<file path="config.mk">
export PLATFORM = sky130hd
export DESIGN_NAME = rusflx_div
export DESIGN_NICKNAME = d
export VERILOG_FILES = /design/src/rtl/rusanov_euler_flux_2d_unit_macros.svh /design/src/rtl/rusflx_pkg.sv /design/src/rtl/rusflx_div.sv
export SDC_FILE = /design/constraint.sdc
export NUM_CORES = 2
export LEC_CHECK = 0
export BUFFER_PORTS_ARGS = -buffer_cell sky130_fd_sc_hd__buf_2
export CAP_MARGIN = 20
export CORE_ASPECT_RATIO = 1.75
export CORE_MARGIN = 2
export CORE_UTILIZATION = 29
export DETAILED_ROUTE_END_ITERATION = 8
export SYNTH_ARGS = -nofsm -noshare
export SYNTH_HDL_FRONTEND = slang
export SYNTH_SLANG_ARGS = --single-unit
</file>
<file path="constraint.sdc">
create_clock -name clk -period 10.3 [get_ports clk]
set_input_delay 0.515 -clock clk [delete_from_list [all_inputs] [get_ports clk]]
set_output_delay 0.515 -clock clk [all_outputs]
set_load 0.005 [all_outputs]
</file>
<file path="src/rtl/rusanov_euler_flux_2d_unit_macros.svh">
// Assertion macros for the Rusanov flux unit.
`ifndef RUSANOV_EULER_FLUX_2D_UNIT_MACROS_SVH
`define RUSANOV_EULER_FLUX_2D_UNIT_MACROS_SVH
`ifndef SYNTHESIS
`define RUSFLX_ASSERT_IMP(label, clk, rst_n, ante, cons) \
	label: assert property (@(posedge clk) disable iff (!rst_n) (ante) |-> (cons)) \
		else $error("rusflx same-cycle check failed");
`define RUSFLX_ASSERT_NXT(label, clk, rst_n, ante, cons) \
	label: assert property (@(posedge clk) disable iff (!rst_n) (ante) |=> (cons)) \
		else $error("rusflx next-cycle check failed");
`else
`define RUSFLX_ASSERT_IMP(label, clk, rst_n, ante, cons)
`define RUSFLX_ASSERT_NXT(label, clk, rst_n, ante, cons)
`endif
`endif

</file>
<file path="src/rtl/rusflx_pkg.sv">
// Shared constants, types and Q16.16 arithmetic helpers for the Rusanov flux unit.
`default_nettype none
package rusflx_pkg;
	localparam int unsigned QONE        = 65536;
	localparam int unsigned DIV_STAGES  = 32;
	localparam int unsigned SQRT_STAGES = 24;
	localparam int unsigned LAT         = 64;
	localparam int unsigned DLA_DEPTH   = 28;
	localparam int unsigned DLB_DEPTH   = 23;

	localparam logic [1:0]  REG_GAMMA = 2'd0;
	localparam logic [1:0]  REG_SCALE = 2'd1;
	localparam logic [18:0] GAMMA_RST = 19'd91750;
	localparam logic [18:0] SCALE_RST = 19'd65536;

	typedef struct packed {
		logic [31:0] v;
		logic        ov;
	} qres_t;

	function automatic qres_t qsat64(input logic [63:0] x);
		qres_t r;
		r.v  = x[31:0];
		r.ov = 1'b0;
		if (!x[63] && (|x[62:31])) begin
			r.v  = 32'h7fff_ffff;
			r.ov = 1'b1;
		end else if (x[63] && !(&x[62:31])) begin
			r.v  = 32'h8000_0000;
			r.ov = 1'b1;
		end
		return r;
	endfunction

	function automatic qres_t qsat33(input logic [32:0] s);
		qres_t r;
		r.v  = s[31:0];
		r.ov = 1'b0;
		if (s[32] != s[31]) begin
			r.v  = s[32] ? 32'h8000_0000 : 32'h7fff_ffff;
			r.ov = 1'b1;
		end
		return r;
	endfunction

	// product scaled by 2^-16, round half away from zero, saturated
	function automatic qres_t qmul(input logic [31:0] a, input logic [31:0] b);
		logic signed [31:0] sa;
		logic signed [31:0] sb;
		logic signed [63:0] p;
		logic [63:0] mag;
		logic [63:0] m;
		sa  = a;
		sb  = b;
		p   = sa * sb;
		mag = p[63] ? (~p + 64'd1) : p;
		m   = (mag + 64'd32768) >> 16;
		return qsat64(p[63] ? (~m + 64'd1) : m);
	endfunction

	function automatic qres_t qadd(input logic [31:0] a, input logic [31:0] b);
		return qsat33({a[31], a} + {b[31], b});
	endfunction

	function automatic qres_t qsub(input logic [31:0] a, input logic [31:0] b);
		return qsat33({a[31], a} - {b[31], b});
	endfunction

	function automatic logic [31:0] qhalf33(input logic [32:0] x);
		logic [32:0] mag;
		logic [32:0] m;
		logic [32:0] r;
		mag = x[32] ? (~x + 33'd1) : x;
		m   = (mag + 33'd1) >> 1;
		r   = x[32] ? (~m + 33'd1) : m;
		return r[31:0];
	endfunction

	function automatic qres_t qabs(input logic [31:0] a);
		qres_t r;
		r.ov = 1'b0;
		r.v  = a[31] ? (~a + 32'd1) : a;
		if (a == 32'h8000_0000) begin
			r.v  = 32'h7fff_ffff;
			r.ov = 1'b1;
		end
		return r;
	endfunction
endpackage
`default_nettype wire

</file>
<file path="src/rtl/rusflx_div.sv">
// Pipelined restoring divider: round(num * 2^16 / den), saturated, one quotient bit per stage.
`default_nettype none
module rusflx_div import rusflx_pkg::*; (
	input  wire logic        clk,
	input  wire logic        en,
	input  wire logic [30:0] num,
	input  wire logic [31:0] den,
	output logic      [30:0] quo,
	output logic             ovf
);
	logic [31:0] rem_s [DIV_STAGES];
	logic [30:0] lo_s  [DIV_STAGES];
	logic [30:0] q_s   [DIV_STAGES];
	logic [31:0] den_s [DIV_STAGES];
	logic        ov_s  [DIV_STAGES];

	logic [47:0] n0;
	logic [31:0] rem_n [DIV_STAGES];
	logic [30:0] q_n   [DIV_STAGES];

	assign n0 = {1'b0, num, 16'b0} + {17'b0, den[31:1]};

	always_comb begin
		logic [32:0] t;
		rem_n[0] = {15'b0, n0[47:31]};
		q_n[0]   = '0;
		for (int k = 1; k < DIV_STAGES; k++) begin
			t = {rem_s[k-1], lo_s[k-1][30]};
			if (t >= {1'b0, den_s[k-1]}) begin
				rem_n[k] = 32'(t - {1'b0, den_s[k-1]});
				q_n[k]   = {q_s[k-1][29:0], 1'b1};
			end else begin
				rem_n[k] = t[31:0];
				q_n[k]   = {q_s[k-1][29:0], 1'b0};
			end
		end
	end

	always_ff @(posedge clk) begin
		if (en) begin
			rem_s[0] <= rem_n[0];
			q_s[0]   <= q_n[0];
			lo_s[0]  <= n0[30:0];
			den_s[0] <= den;
			ov_s[0]  <= {15'b0, n0[47:31]} >= den;
			for (int k = 1; k < DIV_STAGES; k++) begin
				rem_s[k] <= rem_n[k];
				q_s[k]   <= q_n[k];
				lo_s[k]  <= {lo_s[k-1][29:0], 1'b0};
				den_s[k] <= den_s[k-1];
				ov_s[k]  <= ov_s[k-1];
			end
		end
	end

	assign quo = ov_s[DIV_STAGES-1] ? '1 : q_s[DIV_STAGES-1];
	assign ovf = ov_s[DIV_STAGES-1];
endmodule
`default_nettype wire

</file>
# After elaboration in Yosys (flattened, before gate mapping)
# Memory sizes are Yosys's and may differ from the RTL's.
# Index checks and enable logic that the tools add are counted.
# Widths: inputs -> output; s select.
[word_totals]
regBits = 0
mem_bits_rw = 4064
in_bits = 65
out_inout_bits = 32
wordCells = 134
mem_count = 5
[classes]
add_sub_neg = 32
order_cmp = 32
mux = 65
[memory_table]
columns = ["name", "words", "width", "read_ports", "rd_clocked_by_memory_dff", "write_ports", "line_no", "text"]
rows = [
  ["den_s", 32, 32, 31, 0, 32, "rusflx_div.sv:14", "logic [31:0] den_s [DIV_STAGES];"],
  ["rem_s", 32, 32, 31, 0, 32, "rusflx_div.sv:11", "logic [31:0] rem_s [DIV_STAGES];"],
  ["lo_s", 32, 31, 31, 0, 32, "rusflx_div.sv:12", "logic [30:0] lo_s [DIV_STAGES];"],
  ["q_s", 32, 31, 32, 0, 32, "rusflx_div.sv:13", "logic [30:0] q_s [DIV_STAGES];"],
  ["ov_s", 32, 1, 32, 0, 32, "rusflx_div.sv:15", "logic ov_s [DIV_STAGES];"],
]
[ops]
columns = ["cell", "count"]
rows = [
  ["$ge 33x32->1", 31],
  ["$mux 32", 31],
  ["$sub 32x32->32", 31],
  ["$add 47x31->48", 1],
  ["$mux 1", 33],
  ["$ge 17x32->1", 1],
  ["$mux 31", 1],
]

# Logic depth before layout (Yosys ltp)
# An unclocked memory read counts as a cell.
[depth]
word_depth = 3
depth_mapped = 25
ltp_nobuf = 25

# Worst setup path after synthesis
# No wires, ideal clock.
[synth_path]
path_kind = "in2reg"
from = "input num[0]"
to = "memory ov_s[0][0], data pin"
setup_ns = 0.255
arrival_time_ns = 4.624
required_time_ns = 10.045
path_slack_ns = 5.421
cell_stages = 25
n_path_buf = 0
cell_sequence = "ha_1 fa_1 a21o_1 a21oi_1 o21bai_1 a21oi_1 o21ai_0 a21oi_1 o21ai_0 a31oi_1 nor2b_1 o21ai_0 xnor2_1 ha_1 a21o_1 a21o_1 a21o_1 a21o_1 a21o_1 a21o_1 a21oi_1 o21ai_0 a21oi_1 o211ai_1 and2_1"
[synth_lines]
columns = ["element", "line_no", "text"]
rows = [
  ["start: declaration", "rusflx_div.sv:6", "input wire logic [30:0] num,"],
  ["end: declaration", "rusflx_div.sv:15", ""],
]

==> results_dict.tcl <==
set metrics [dict create \
    run_status "finished, final reports clean" \
    grt-ovfl-total 0 \
    grt_usage_pct 14.6 \
    clk_latency_ns 0.97 \
    grt_setup_unrepaired "no" \
    viasPerCell 4.81 \
    routed_wl_um 363000 \
    maxSlewHeadroom_pct 13.2 \
    wire_per_inst_um 19.1 \
    grt_max_degree 179 \
    cp.required_ns 10.91 \
    clkTransAtPathRegs_ns 0.06 \
    synthFlopType "edfxtp_1" \
    route.detailed.drc 0 \
    holdBufCountCts 49 \
    grt_pass1_wl_um 545000 \
    ant_nets 0 \
    synth_largest_area_cell "edfxtp_1" \
    nets 13400 \
    yosysMostFrequentCell "edfxtp_1" \
    synthesis.nets 13100 \
    start_util_pct 29.1 \
    drv_cap 0 \
    rrSetupSlack_ns 4.91 \
    cp-start-kind "input port" \
    route.met2.wl_um 218000 \
    hpwl_um 282000 \
    drt_first_pass_iters 6 \
    tritoncts "built" \
    ys_seq_area_share_pct 56.0 \
    fin_crit_sh_pct 57.9 \
    cp-end-kind "flip-flop" \
    multi_input_area_mm2 0.0563 \
    antenna_found_initial 14 \
    n_fill_cell 48000 \
    die_x_um 530 \
    synthArstFlopShare_pct 0 \
    clock.fmax_ghz 0.168 \
    min_period_ns 5.96 \
    synth_common_cells "edfxtp_1 (2617), inv_1 (1227), ha_1 (1010)" \
    path_class "in -> reg" \
    synth-edff-count 2617 \
    cts_buffers 289 \
    synth_seq_cells 2617 \
    routed-wl-met3_um 9280 \
    fp.dieH_um 924 \
    htreeDepth 5 \
    postCtsSetupBuffers 0 \
    ys_top_cells_by_area "edfxtp_1 (56%), ha_1 (9.0%), a21oi_1 (3.3%)" \
    top_layer "met4" \
    num_rows 337 \
    drv_slew 0 \
    power-per-cell-area_mw_per_mm2 310 \
    cp.arrival_ns 6.57 \
    finalSetupTns_ns 0 \
    hp-start "num[9]" \
    port_buffers 96 \
    dp_cells 18400 \
    coreArea_mm2 0.482 \
    drive_gt1_share_pct 8.11 \
    worst_clock_skew_ns 0.124 \
    yosysWarnings 0 \
    io_pins 97 \
    clock_sinks 2617 \
    synth.avg_cell_area_um2 11.7 \
    critPathMaxFanout 7 \
    wl_met1_um 93600 \
    regArea_mm2 0.0786 \
    area_delta_synth_final_pct 13.1 \
    place_congestion 0.972 \
    setup.worst_path.start "den[17]" \
    worstReg2RegEnd "rem_s[1][336]" \
    synthDistinctLibCells 99 \
    endpoint "ov_s[0][0]" \
    cts_buffer_depth 4 \
    stdcell_count 19000 \
    vias 91400 \
    drtIter0Drc 4264 \
    die-area_mm2 0.489 \
    cts-root-buf "clkbuf_16" \
    r2r.worst_path.cells 15 \
    hold_violations 0 \
    worst-slew-pin-transition_ns 1.29 \
    critical-path-slowest-cell "o2111ai_1" \
    critPathMaxStageDelay_ns 0.70 \
    hp-class "in -> reg" \
    peakVddDrop_v 0.000148 \
    post_cts_resized 0 \
    total_leakage_power_nw 63.1 \
    synth_area_mm2 0.140 \
    postSynthCellCount 12000 \
    r2r-start "rem_s[1][295]" \
    grt_pass1_vias 97800 \
    setup_viol 0 \
    finalHoldWorstSlack_ns 0.122 \
    synth_top_area_share_pct 56.0 \
]
[where the power goes]
group / switching (mW) / total, mW / internal (mW)
registers: 1.44 / 17.0 / 15.5
clock network: 4.32 / 10.1 / 5.81
logic: 13.0 / 22.0 / 8.99
[cells in the final DEF (no fill, tap or decap), types with 50 or more instances in the layout]
cell type / count
edfxtp_1: 2617
xor2_1: 369
ha_1: 1010
clkinv_1: 59
inv_1: 1227
nor2b_1: 178
nand3_1: 179
mux2_2: 298
nand2b_1: 161
buf_2: 97
nor3_1: 121
and3_1: 75
clkbuf_1: 50
xnor2_1: 469
o21bai_1: 114
o21ai_0: 873
o21a_1: 128
nand2_1: 888
a31oi_1: 77
nor2_1: 559
o31ai_1: 69
nand4_1: 150
a21o_1: 518
clkbuf_16: 297
or2_2: 61
buf_4: 71
a211oi_1: 68
a21oi_1: 926
[layout make-up]
class,instances,area share [%]
Sequential cell,2617,49.6
Multi-Input combinational cell,7928,35.5
Tap cell,6441,5.08
Clock buffer,347,4.81
Inverter,1228,2.91
Timing Repair Buffer,232,1.13
Clock inverter,157,0.912
Antenna cell,49,0.0773
[worst min-delay path by stage]
stage | to | slack, ns | cells past startpoint
CTS | lo_s[0][21] | 0.02 | 3
finish | lo_s[0][25] | 0.12 | 3
floorplan | lo_s[0][112] | 0.40 | 0
global placement | ov_s[2][7] | 0.40 | 0
global route | rem_s[0][16] | 0.08 | 3
detailed placement | lo_s[0][146] | 0.40 | 0
[per-layer routing]
| layer | GRT usage, % | up-vias |
|---|---|---|
| li1 | - | 44500 |
| met1 | 9.46 | 44100 |
| met2 | 31.7 | 1714 |
| met3 | 1.77 | 1116 |
| met4 | 14.4 | 0 |
| met5 | 0 | - |
[registers in the layout (all words and copies together), names as in the netlist]
signal / cells
den_s: 992
lo_s: 120
ov_s: 32
q_s: 496
rem_s: 977
[cells by family (layout without fill, tap and decap cells)]
| kind of cell | count (synthesis) | in the layout | share of synthesized area, % |
|---|---|---|---|
| AOI/OAI and AO/OA | 3164 | 3164 | 14.0 |
| xor gates and xnor gates | 838 | 838 | 5.23 |
| adders and majority gates | 1041 | 1041 | 9.45 |
| buffers and inverters | 1482 | 1964 | 4.03 |
| muxes | 325 | 325 | 2.60 |
| DFF | 2617 | 2617 | 56.0 |
| and+or+nand+nor | 2560 | 2560 | 8.70 |
| other | 0 | 49 | 0 |
[critical path: cells and delay by family]
kind	cells	cell delay, ns
AO/OA/AOI/OAI	17	3.92
adder cells (fa/ha/maj)	3	0.90
buffers and inverters	2	0.69
AND/OR/NAND/NOR	2	0.34
XOR/XNOR	1	0.22
[metrics by stage]
step	setup WS (ns)	total power, mW	utilization [%]	area, um2
after CTS	4.36	49.3	32.9	158000
final	4.34	49.1	32.9	159000
after detailed placement	3.97	39.0	30.9	149000
after floorplan	5.42	32.4	-	140000
after global routing	3.95	52.2	32.9	159000
after global placement	3.76	38.7	30.9	149000
No activity file was read; power rests on OpenSTA's default activity.
