File: src/rtl/rusanov_euler_flux_2d_unit_macros.svh
// Assertion macros for the Rusanov flux unit.
`ifndef RUSANOV_EULER_FLUX_2D_UNIT_MACROS_SVH
`define RUSANOV_EULER_FLUX_2D_UNIT_MACROS_SVH
`ifndef SYNTHESIS
`define RUSFLX_ASSERT_IMP(label, clk, rst_n, ante, cons) \
	label: assert property (@(posedge clk) disable iff (!rst_n) (ante) |-> (cons)) \
		else $error("rusflx same-cycle check failed");
`define RUSFLX_ASSERT_NXT(label, clk, rst_n, ante, cons) \
	label: assert property (@(posedge clk) disable iff (!rst_n) (ante) |=> (cons)) \
		else $error("rusflx next-cycle check failed");
`else
`define RUSFLX_ASSERT_IMP(label, clk, rst_n, ante, cons)
`define RUSFLX_ASSERT_NXT(label, clk, rst_n, ante, cons)
`endif
`endif

File: src/rtl/rusflx_pkg.sv
// Shared constants, types and Q16.16 arithmetic helpers for the Rusanov flux unit.
`default_nettype none
package rusflx_pkg;
	localparam int unsigned QONE        = 65536;
	localparam int unsigned DIV_STAGES  = 32;
	localparam int unsigned SQRT_STAGES = 24;
	localparam int unsigned LAT         = 64;
	localparam int unsigned DLA_DEPTH   = 28;
	localparam int unsigned DLB_DEPTH   = 23;

	localparam logic [1:0]  REG_GAMMA = 2'd0;
	localparam logic [1:0]  REG_SCALE = 2'd1;
	localparam logic [18:0] GAMMA_RST = 19'd91750;
	localparam logic [18:0] SCALE_RST = 19'd65536;

	typedef struct packed {
		logic [31:0] v;
		logic        ov;
	} qres_t;

	function automatic qres_t qsat64(input logic [63:0] x);
		qres_t r;
		r.v  = x[31:0];
		r.ov = 1'b0;
		if (!x[63] && (|x[62:31])) begin
			r.v  = 32'h7fff_ffff;
			r.ov = 1'b1;
		end else if (x[63] && !(&x[62:31])) begin
			r.v  = 32'h8000_0000;
			r.ov = 1'b1;
		end
		return r;
	endfunction

	function automatic qres_t qsat33(input logic [32:0] s);
		qres_t r;
		r.v  = s[31:0];
		r.ov = 1'b0;
		if (s[32] != s[31]) begin
			r.v  = s[32] ? 32'h8000_0000 : 32'h7fff_ffff;
			r.ov = 1'b1;
		end
		return r;
	endfunction

	// product scaled by 2^-16, round half away from zero, saturated
	function automatic qres_t qmul(input logic [31:0] a, input logic [31:0] b);
		logic signed [31:0] sa;
		logic signed [31:0] sb;
		logic signed [63:0] p;
		logic [63:0] mag;
		logic [63:0] m;
		sa  = a;
		sb  = b;
		p   = sa * sb;
		mag = p[63] ? (~p + 64'd1) : p;
		m   = (mag + 64'd32768) >> 16;
		return qsat64(p[63] ? (~m + 64'd1) : m);
	endfunction

	function automatic qres_t qadd(input logic [31:0] a, input logic [31:0] b);
		return qsat33({a[31], a} + {b[31], b});
	endfunction

	function automatic qres_t qsub(input logic [31:0] a, input logic [31:0] b);
		return qsat33({a[31], a} - {b[31], b});
	endfunction

	function automatic logic [31:0] qhalf33(input logic [32:0] x);
		logic [32:0] mag;
		logic [32:0] m;
		logic [32:0] r;
		mag = x[32] ? (~x + 33'd1) : x;
		m   = (mag + 33'd1) >> 1;
		r   = x[32] ? (~m + 33'd1) : m;
		return r[31:0];
	endfunction

	function automatic qres_t qabs(input logic [31:0] a);
		qres_t r;
		r.ov = 1'b0;
		r.v  = a[31] ? (~a + 32'd1) : a;
		if (a == 32'h8000_0000) begin
			r.v  = 32'h7fff_ffff;
			r.ov = 1'b1;
		end
		return r;
	endfunction
endpackage
`default_nettype wire

File: src/rtl/rusflx_sqrt.sv
// Pipelined digit-by-digit square root: floor(sqrt(x * 2^16)), one root bit per stage.
`default_nettype none
module rusflx_sqrt import rusflx_pkg::*; (
	input  wire logic        clk,
	input  wire logic        en,
	input  wire logic [30:0] x,
	input  wire logic        flg_in,
	output logic      [23:0] root,
	output logic             flg_out
);
	logic [23:0] rt_s [SQRT_STAGES];
	logic [25:0] rm_s [SQRT_STAGES];
	logic [47:0] vv_s [SQRT_STAGES];
	logic        fl_s [SQRT_STAGES];

	logic [23:0] rt_n [SQRT_STAGES];
	logic [25:0] rm_n [SQRT_STAGES];
	logic [47:0] vv_n [SQRT_STAGES];

	always_comb begin
		logic [23:0] rt_p;
		logic [25:0] rm_p;
		logic [47:0] vv_p;
		logic [27:0] t;
		logic [27:0] trial;
		for (int k = 0; k < SQRT_STAGES; k++) begin
			if (k == 0) begin
				rt_p = '0;
				rm_p = '0;
				vv_p = {1'b0, x, 16'b0};
			end else begin
				rt_p = rt_s[k-1];
				rm_p = rm_s[k-1];
				vv_p = vv_s[k-1];
			end
			t     = {rm_p, vv_p[47:46]};
			trial = {2'b0, rt_p, 2'b01};
			if (t >= trial) begin
				rm_n[k] = 26'(t - trial);
				rt_n[k] = {rt_p[22:0], 1'b1};
			end else begin
				rm_n[k] = t[25:0];
				rt_n[k] = {rt_p[22:0], 1'b0};
			end
			vv_n[k] = {vv_p[45:0], 2'b00};
		end
	end

	always_ff @(posedge clk) begin
		if (en) begin
			for (int k = 0; k < SQRT_STAGES; k++) begin
				rt_s[k] <= rt_n[k];
				rm_s[k] <= rm_n[k];
				vv_s[k] <= vv_n[k];
			end
			fl_s[0] <= flg_in;
			for (int k = 1; k < SQRT_STAGES; k++)
				fl_s[k] <= fl_s[k-1];
		end
	end

	assign root    = rt_s[SQRT_STAGES-1];
	assign flg_out = fl_s[SQRT_STAGES-1];
endmodule
`default_nettype wire

File: config.mk
export PLATFORM = sky130hd
export DESIGN_NAME = rusflx_sqrt
export DESIGN_NICKNAME = d
export VERILOG_FILES = /design/src/rtl/rusanov_euler_flux_2d_unit_macros.svh /design/src/rtl/rusflx_pkg.sv /design/src/rtl/rusflx_sqrt.sv
export SDC_FILE = /design/constraint.sdc
export NUM_CORES = 2
export LEC_CHECK = 0
export BUFFER_PORTS_ARGS = -buffer_cell sky130_fd_sc_hd__buf_2
export CAP_MARGIN = 5
export CORE_MARGIN = 10
export CORE_UTILIZATION = 38
export DETAILED_ROUTE_END_ITERATION = 6
export PLACE_DENSITY = 0.5
export RECOVER_POWER = 100
export SYNTH_ARGS = -nofsm -noshare
export SYNTH_HDL_FRONTEND = slang
export SYNTH_SLANG_ARGS = --single-unit
File: constraint.sdc
create_clock -name clk -period 6.8 [get_ports clk]
set_input_delay 0.68 -clock clk [delete_from_list [all_inputs] [get_ports clk]]
set_output_delay 0.68 -clock clk [all_outputs]
set_load 0.005 [all_outputs]
== After elaboration in Yosys (flattened, before gate mapping) ==
Memory sizes are Yosys's and may differ from the RTL's.
Cells that the tools add are included.
Widths: inputs -> output; s select.
Storage, ports and cells
  bits in read-only memories: 0
  logic and storage cells: 102
  latch bits: 0
  flip-flop bits (word level): 0
  RAM bits: 2328
  memories: 4
  output and inout port bits: 25
  input port bits: 34
Operators by class
  order comparisons: 24
  mux-type cells: 50
  reduce and logical (&&, ||, !) cells: 0
  $add $sub $neg: 24
  divide/modulo/power cells: 0
  shift operators: 0
  bitwise gates (word level): 0
  multiply operators: 0
  equal/unequal tests: 0
Memories
  vv_s: depth 24, width 46, read ports 23, clocked after Yosys merged registers in 0, write ports 24, RTL line rusflx_sqrt.sv:13  | logic [47:0] vv_s [SQRT_STAGES];
  rm_s: depth 24, width 26, read ports 23, clocked after Yosys merged registers in 0, write ports 24, RTL line rusflx_sqrt.sv:12  | logic [25:0] rm_s [SQRT_STAGES];
  rt_s: depth 24, width 24, read ports 24, clocked after Yosys merged registers in 0, write ports 24, RTL line rusflx_sqrt.sv:11  | logic [23:0] rt_s [SQRT_STAGES];
  fl_s: depth 24, width 1, read ports 24, clocked after Yosys merged registers in 0, write ports 24, RTL line rusflx_sqrt.sv:14  | logic fl_s [SQRT_STAGES];
Operators with widths (number)
  $ge 28x26->1: 23
  $mux 26: 24
  $sub 26x26->26: 23
  $mux 1: 26
  $sub 1x1->2 const B: 1
  $ge 1x1->1 const B: 1

== Longest topological paths before layout ==
An unclocked memory read counts as a cell.
  word-level depth: 3
  depth in mapped cells: 14
  gate-level depth less buffers: 13

== Worst setup path after synthesis ==
OpenSTA, ideal clock, no wires.
  kind: reg-to-reg
  start: mem rm_s[21][0] (netlist: rm_s[2][130])
  end: mem rm_s[22][14] (netlist: rm_s[2][170]), data pin
  arrival time: 3.147 ns
  slack: 3.391 ns
  required time: 6.538 ns
  path buffers: 2
  period minus slack after synthesis: 3.409 ns
  stages on the path, launching flop included: 13
  setup time: 0.262 ns
  cell sequence: edfxtp_1 -> ha_1 -> fa_1 -> a21oi_1 -> o22ai_1 -> o21ai_1 -> o21ai_0 -> a211oi_1 -> o21ai_1 -> nor4_1 -> clkbuf_1 -> buf_2 -> o21ai_0
RTL lines (RTL line)
  from (decl): rusflx_sqrt.sv:12

==> results_dict.tcl <==
set metrics [dict create \
    place_ws_ps 2720 \
    rr_worst_depth 12 \
    synth_fp_nets 4850 \
    netlist_area_um2 55240 \
    post-route-util_pct 42.91 \
    coreArea_um2 144000 \
    drv_cap 14 \
    post_dp_cell_area_um2 57940 \
    drc 2 \
    cts_buffers 132 \
    cts_tree "built" \
    cp-startpoint "rm_s[2][52]" \
    final_layout_size_suffix_gt1_share_pct 5.895 \
    drtPass1Iterations 7 \
    reg2reg_slack_ps 1730 \
    path_class "flop to flop" \
    ys_seq_area_share_pct 60.61 \
    area_growth_pct 11.87 \
    violations "DRC, capacitance limit, slew limit" \
    cp_max_fo 40 \
    cts_sinks 1115 \
    synth_ff_type "edfxtp_1" \
    grt_pass1_vias 32880 \
    p_int_mw 14.14 \
    setup_viol 0 \
    drtIter0Drc 2013 \
    synthArstFlopShare_pct 0 \
    hold_path_class "input port to flop" \
    p_leak_nw 23.73 \
    post-route-min-period_ps 5067 \
    totalWireLength_um 108600 \
    worstPathRequired_ps 7300 \
    fin_setup_tns_ps 0 \
    max_clock_freq_mhz 197.4 \
    worstPathArrival_ps 5560 \
    ctsResizeCount 0 \
    endpoint "rm_s[2][101]" \
    setup_ws_ps 1733 \
    synthCells 4500 \
    hold_violations 0 \
    grt_pass1_wl_um 175600 \
    pwr-share-comb_pct 17.5 \
    yosysWarnings 0 \
    synth-edff-count 1115 \
    rsz0062_at_grt "no" \
    synth.ff_latch_count 1115 \
    switching_share_pct 27.06 \
    clk-insertion-delay-late_ps 760 \
    num_antenna_cells 0 \
    vias 33190 \
    place.gp.congestion 0.8344 \
    reg2reg_to "rm_s[2][101]" \
    critPathLaunchType "flop" \
    drv_slew 1061 \
    tightestPinTransition_ps 4977 \
    clkTransAtPathRegs_ps 60 \
    io_pins 59 \
    run_status "finished with violations" \
    holdBufCountCts 0 \
    power_density_nw_per_um2 313.8 \
    dp_hpwl_um 77910 \
    slew_headroom_pct -231.8 \
    ctsHtreeMaxLevel 4 \
    seqPwrFrac_pct 47.9 \
    finClkSkew_ps 24.96 \
    initial_core_util_pct 38.36 \
    avgSynthCellArea_um2 12.28 \
    fp-row-count 139 \
    vias_per_cell 4.988 \
    grt-ovfl-total 0 \
    final_cell_mix "1115 x edfxtp_1, 390 x inv_1, 345 x nand2_1" \
    grt_start_max_net_pins 151 \
    port_buffers 58 \
    peakVddDrop_v 0.0001961 \
    final_area_um2 61800 \
    ant_nets 0 \
    clock_path_buffers 3 \
    antenna_found_initial 1 \
    pwr-share-clk_pct 34.6 \
    critPathCaptureType "flop" \
    r2r-start "rm_s[2][52]" \
    die_y_um 401.3 \
    power_switching_mw 5.248 \
    final_common_cell "edfxtp_1" \
    die_w_um 401.3 \
    synth.distinct_cells 85 \
    clock-root-buffer "clkbuf_16" \
    cts_setup_buffers 0 \
    fin_crit_sh_pct 74.51 \
    grt_usage_pct 13.28 \
    wl_per_cell_um 16.33 \
    die-area_um2 161000 \
    nets 4999 \
]
==> kinds of logic after synthesis <==
logic type | after synthesis | synth area share, %
xor gates and xnor gates | 418 | 6.628
muxes | 42 | 0.8404
and+or+nand+nor | 1209 | 10.88
buffers and inverters | 462 | 3.178
AOI/OAI and AO/OA | 937 | 10.60
DFF | 1115 | 60.61
adders and majority gates | 316 | 7.253
other | 1 | 0.006789
==> final cells by class <==
cell class                      count  area (µm²)
Timing Repair Buffer               84       375.4
Tap cell                         1903        2381
Clock inverter                     69       625.6
Inverter                          393        1476
Multi-Input combinational cell   2923       19980
Sequential cell                  1115       33480
Clock buffer                      166        3473
Fill cell                       13480       82210
==> synthesized netlist by cell type (7+ instances only) <==
master / instances / share of area, %
a2111oi_0: 9 / 0.14
a211o_1: 7 / 0.11
a211oi_1: 32 / 0.43
a21boi_0: 10 / 0.14
a21o_1: 127 / 1.7
a21oi_1: 253 / 2.3
a31oi_1: 16 / 0.18
and2_1: 20 / 0.23
and3_1: 20 / 0.23
and4_1: 10 / 0.16
clkbuf_1: 59 / 0.40
edfxtp_1: 1115 / 61
fa_1: 7 / 0.25
ha_1: 309 / 7.0
inv_1: 388 / 2.6
mux2_2: 35 / 0.71
mux2i_1: 7 / 0.13
nand2_1: 345 / 2.3
nand2b_1: 60 / 0.68
nand3_1: 68 / 0.62
nand3b_1: 15 / 0.20
nand4_1: 28 / 0.32
nand4b_1: 9 / 0.14
nor2_1: 274 / 1.9
nor2b_1: 43 / 0.49
nor3_1: 127 / 1.2
nor3b_1: 13 / 0.18
nor4_1: 52 / 0.59
nor4b_1: 9 / 0.14
o211a_1: 7 / 0.13
o211ai_1: 12 / 0.16
o21a_1: 62 / 0.84
o21ai_0: 255 / 2.3
o21ai_1: 11 / 0.10
o21bai_1: 35 / 0.48
o31ai_1: 45 / 0.61
or2_2: 17 / 0.19
or3_1: 45 / 0.51
or4_1: 27 / 0.37
xnor2_1: 215 / 3.4
xor2_1: 203 / 3.2
==> state kept, by name (all words and copies together), names as in the netlist <==
register / cells
vv_s: 240
fl_s: 24
rt_s: 300
rm_s: 551
==> routing by layer <==
layer	vias up	wire length, µm	GRT usage, %	part of all wire, %
li1	16850	-	-	-
met1	15780	51610	17.86	48
met2	418	51120	21.94	47
met3	140	3801	2.397	3.5
met4	0	2097	3.640	1.9
met5	-	0	0	0
==> critical path: stages (launching register included) <==
cell       delay, ps
edfxtp_1         460
ha_1             250
fa_1             410
a21o_1           220
a21boi_0         450
o211ai_1         210
a21oi_1          350
o21bai_1         150
nor3_2           180
clkbuf_1        1230
inv_1            500
o2111ai_1        280
xnor2_1           90
==> per-stage QoR <==
| stage | hold slack (ps) | power, mW | std cells |
|---|---|---|---|
| floorplan | 400.3 | 11.75 | 4500 |
| global placement | 400.1 | 12.82 | 6418 |
| detailed placement | 404.5 | 12.83 | 6418 |
| CTS | 16.77 | 19.71 | 6653 |
| global route | 38.28 | 20.53 | 6653 |
| finish | 95.70 | 19.39 | 6653 |
==> worst min path at each step <==
| stage | start | end | slack [ps] | cells after the start |
|---|---|---|---|---|
| 2_1_floorplan | fl_s[0][0] | fl_s[0][1] | 400 | 0 |
| 3_3_place_gp | vv_s[0][210] | vv_s[0][258] | 400 | 0 |
| 3_5_place_dp | fl_s[0][1] | fl_s[0][2] | 400 | 0 |
| 4_1_cts | x[28] | vv_s[0][44] | 20 | 1 |
| 5_1_grt | x[28] | vv_s[0][44] | 40 | 1 |
| 6_report | x[28] | vv_s[0][44] | 100 | 1 |
==> power groups by stage <==
stage	logic (mW)	registers [mW]	clock network, mW
floorplan	2.61	9.14	0
global placement	3.38	9.43	0
detailed placement	3.40	9.43	0
CTS	3.43	9.30	6.98
global route	3.86	9.39	7.27
finish	3.39	9.30	6.71
Power figures use the tool's default switching activity.
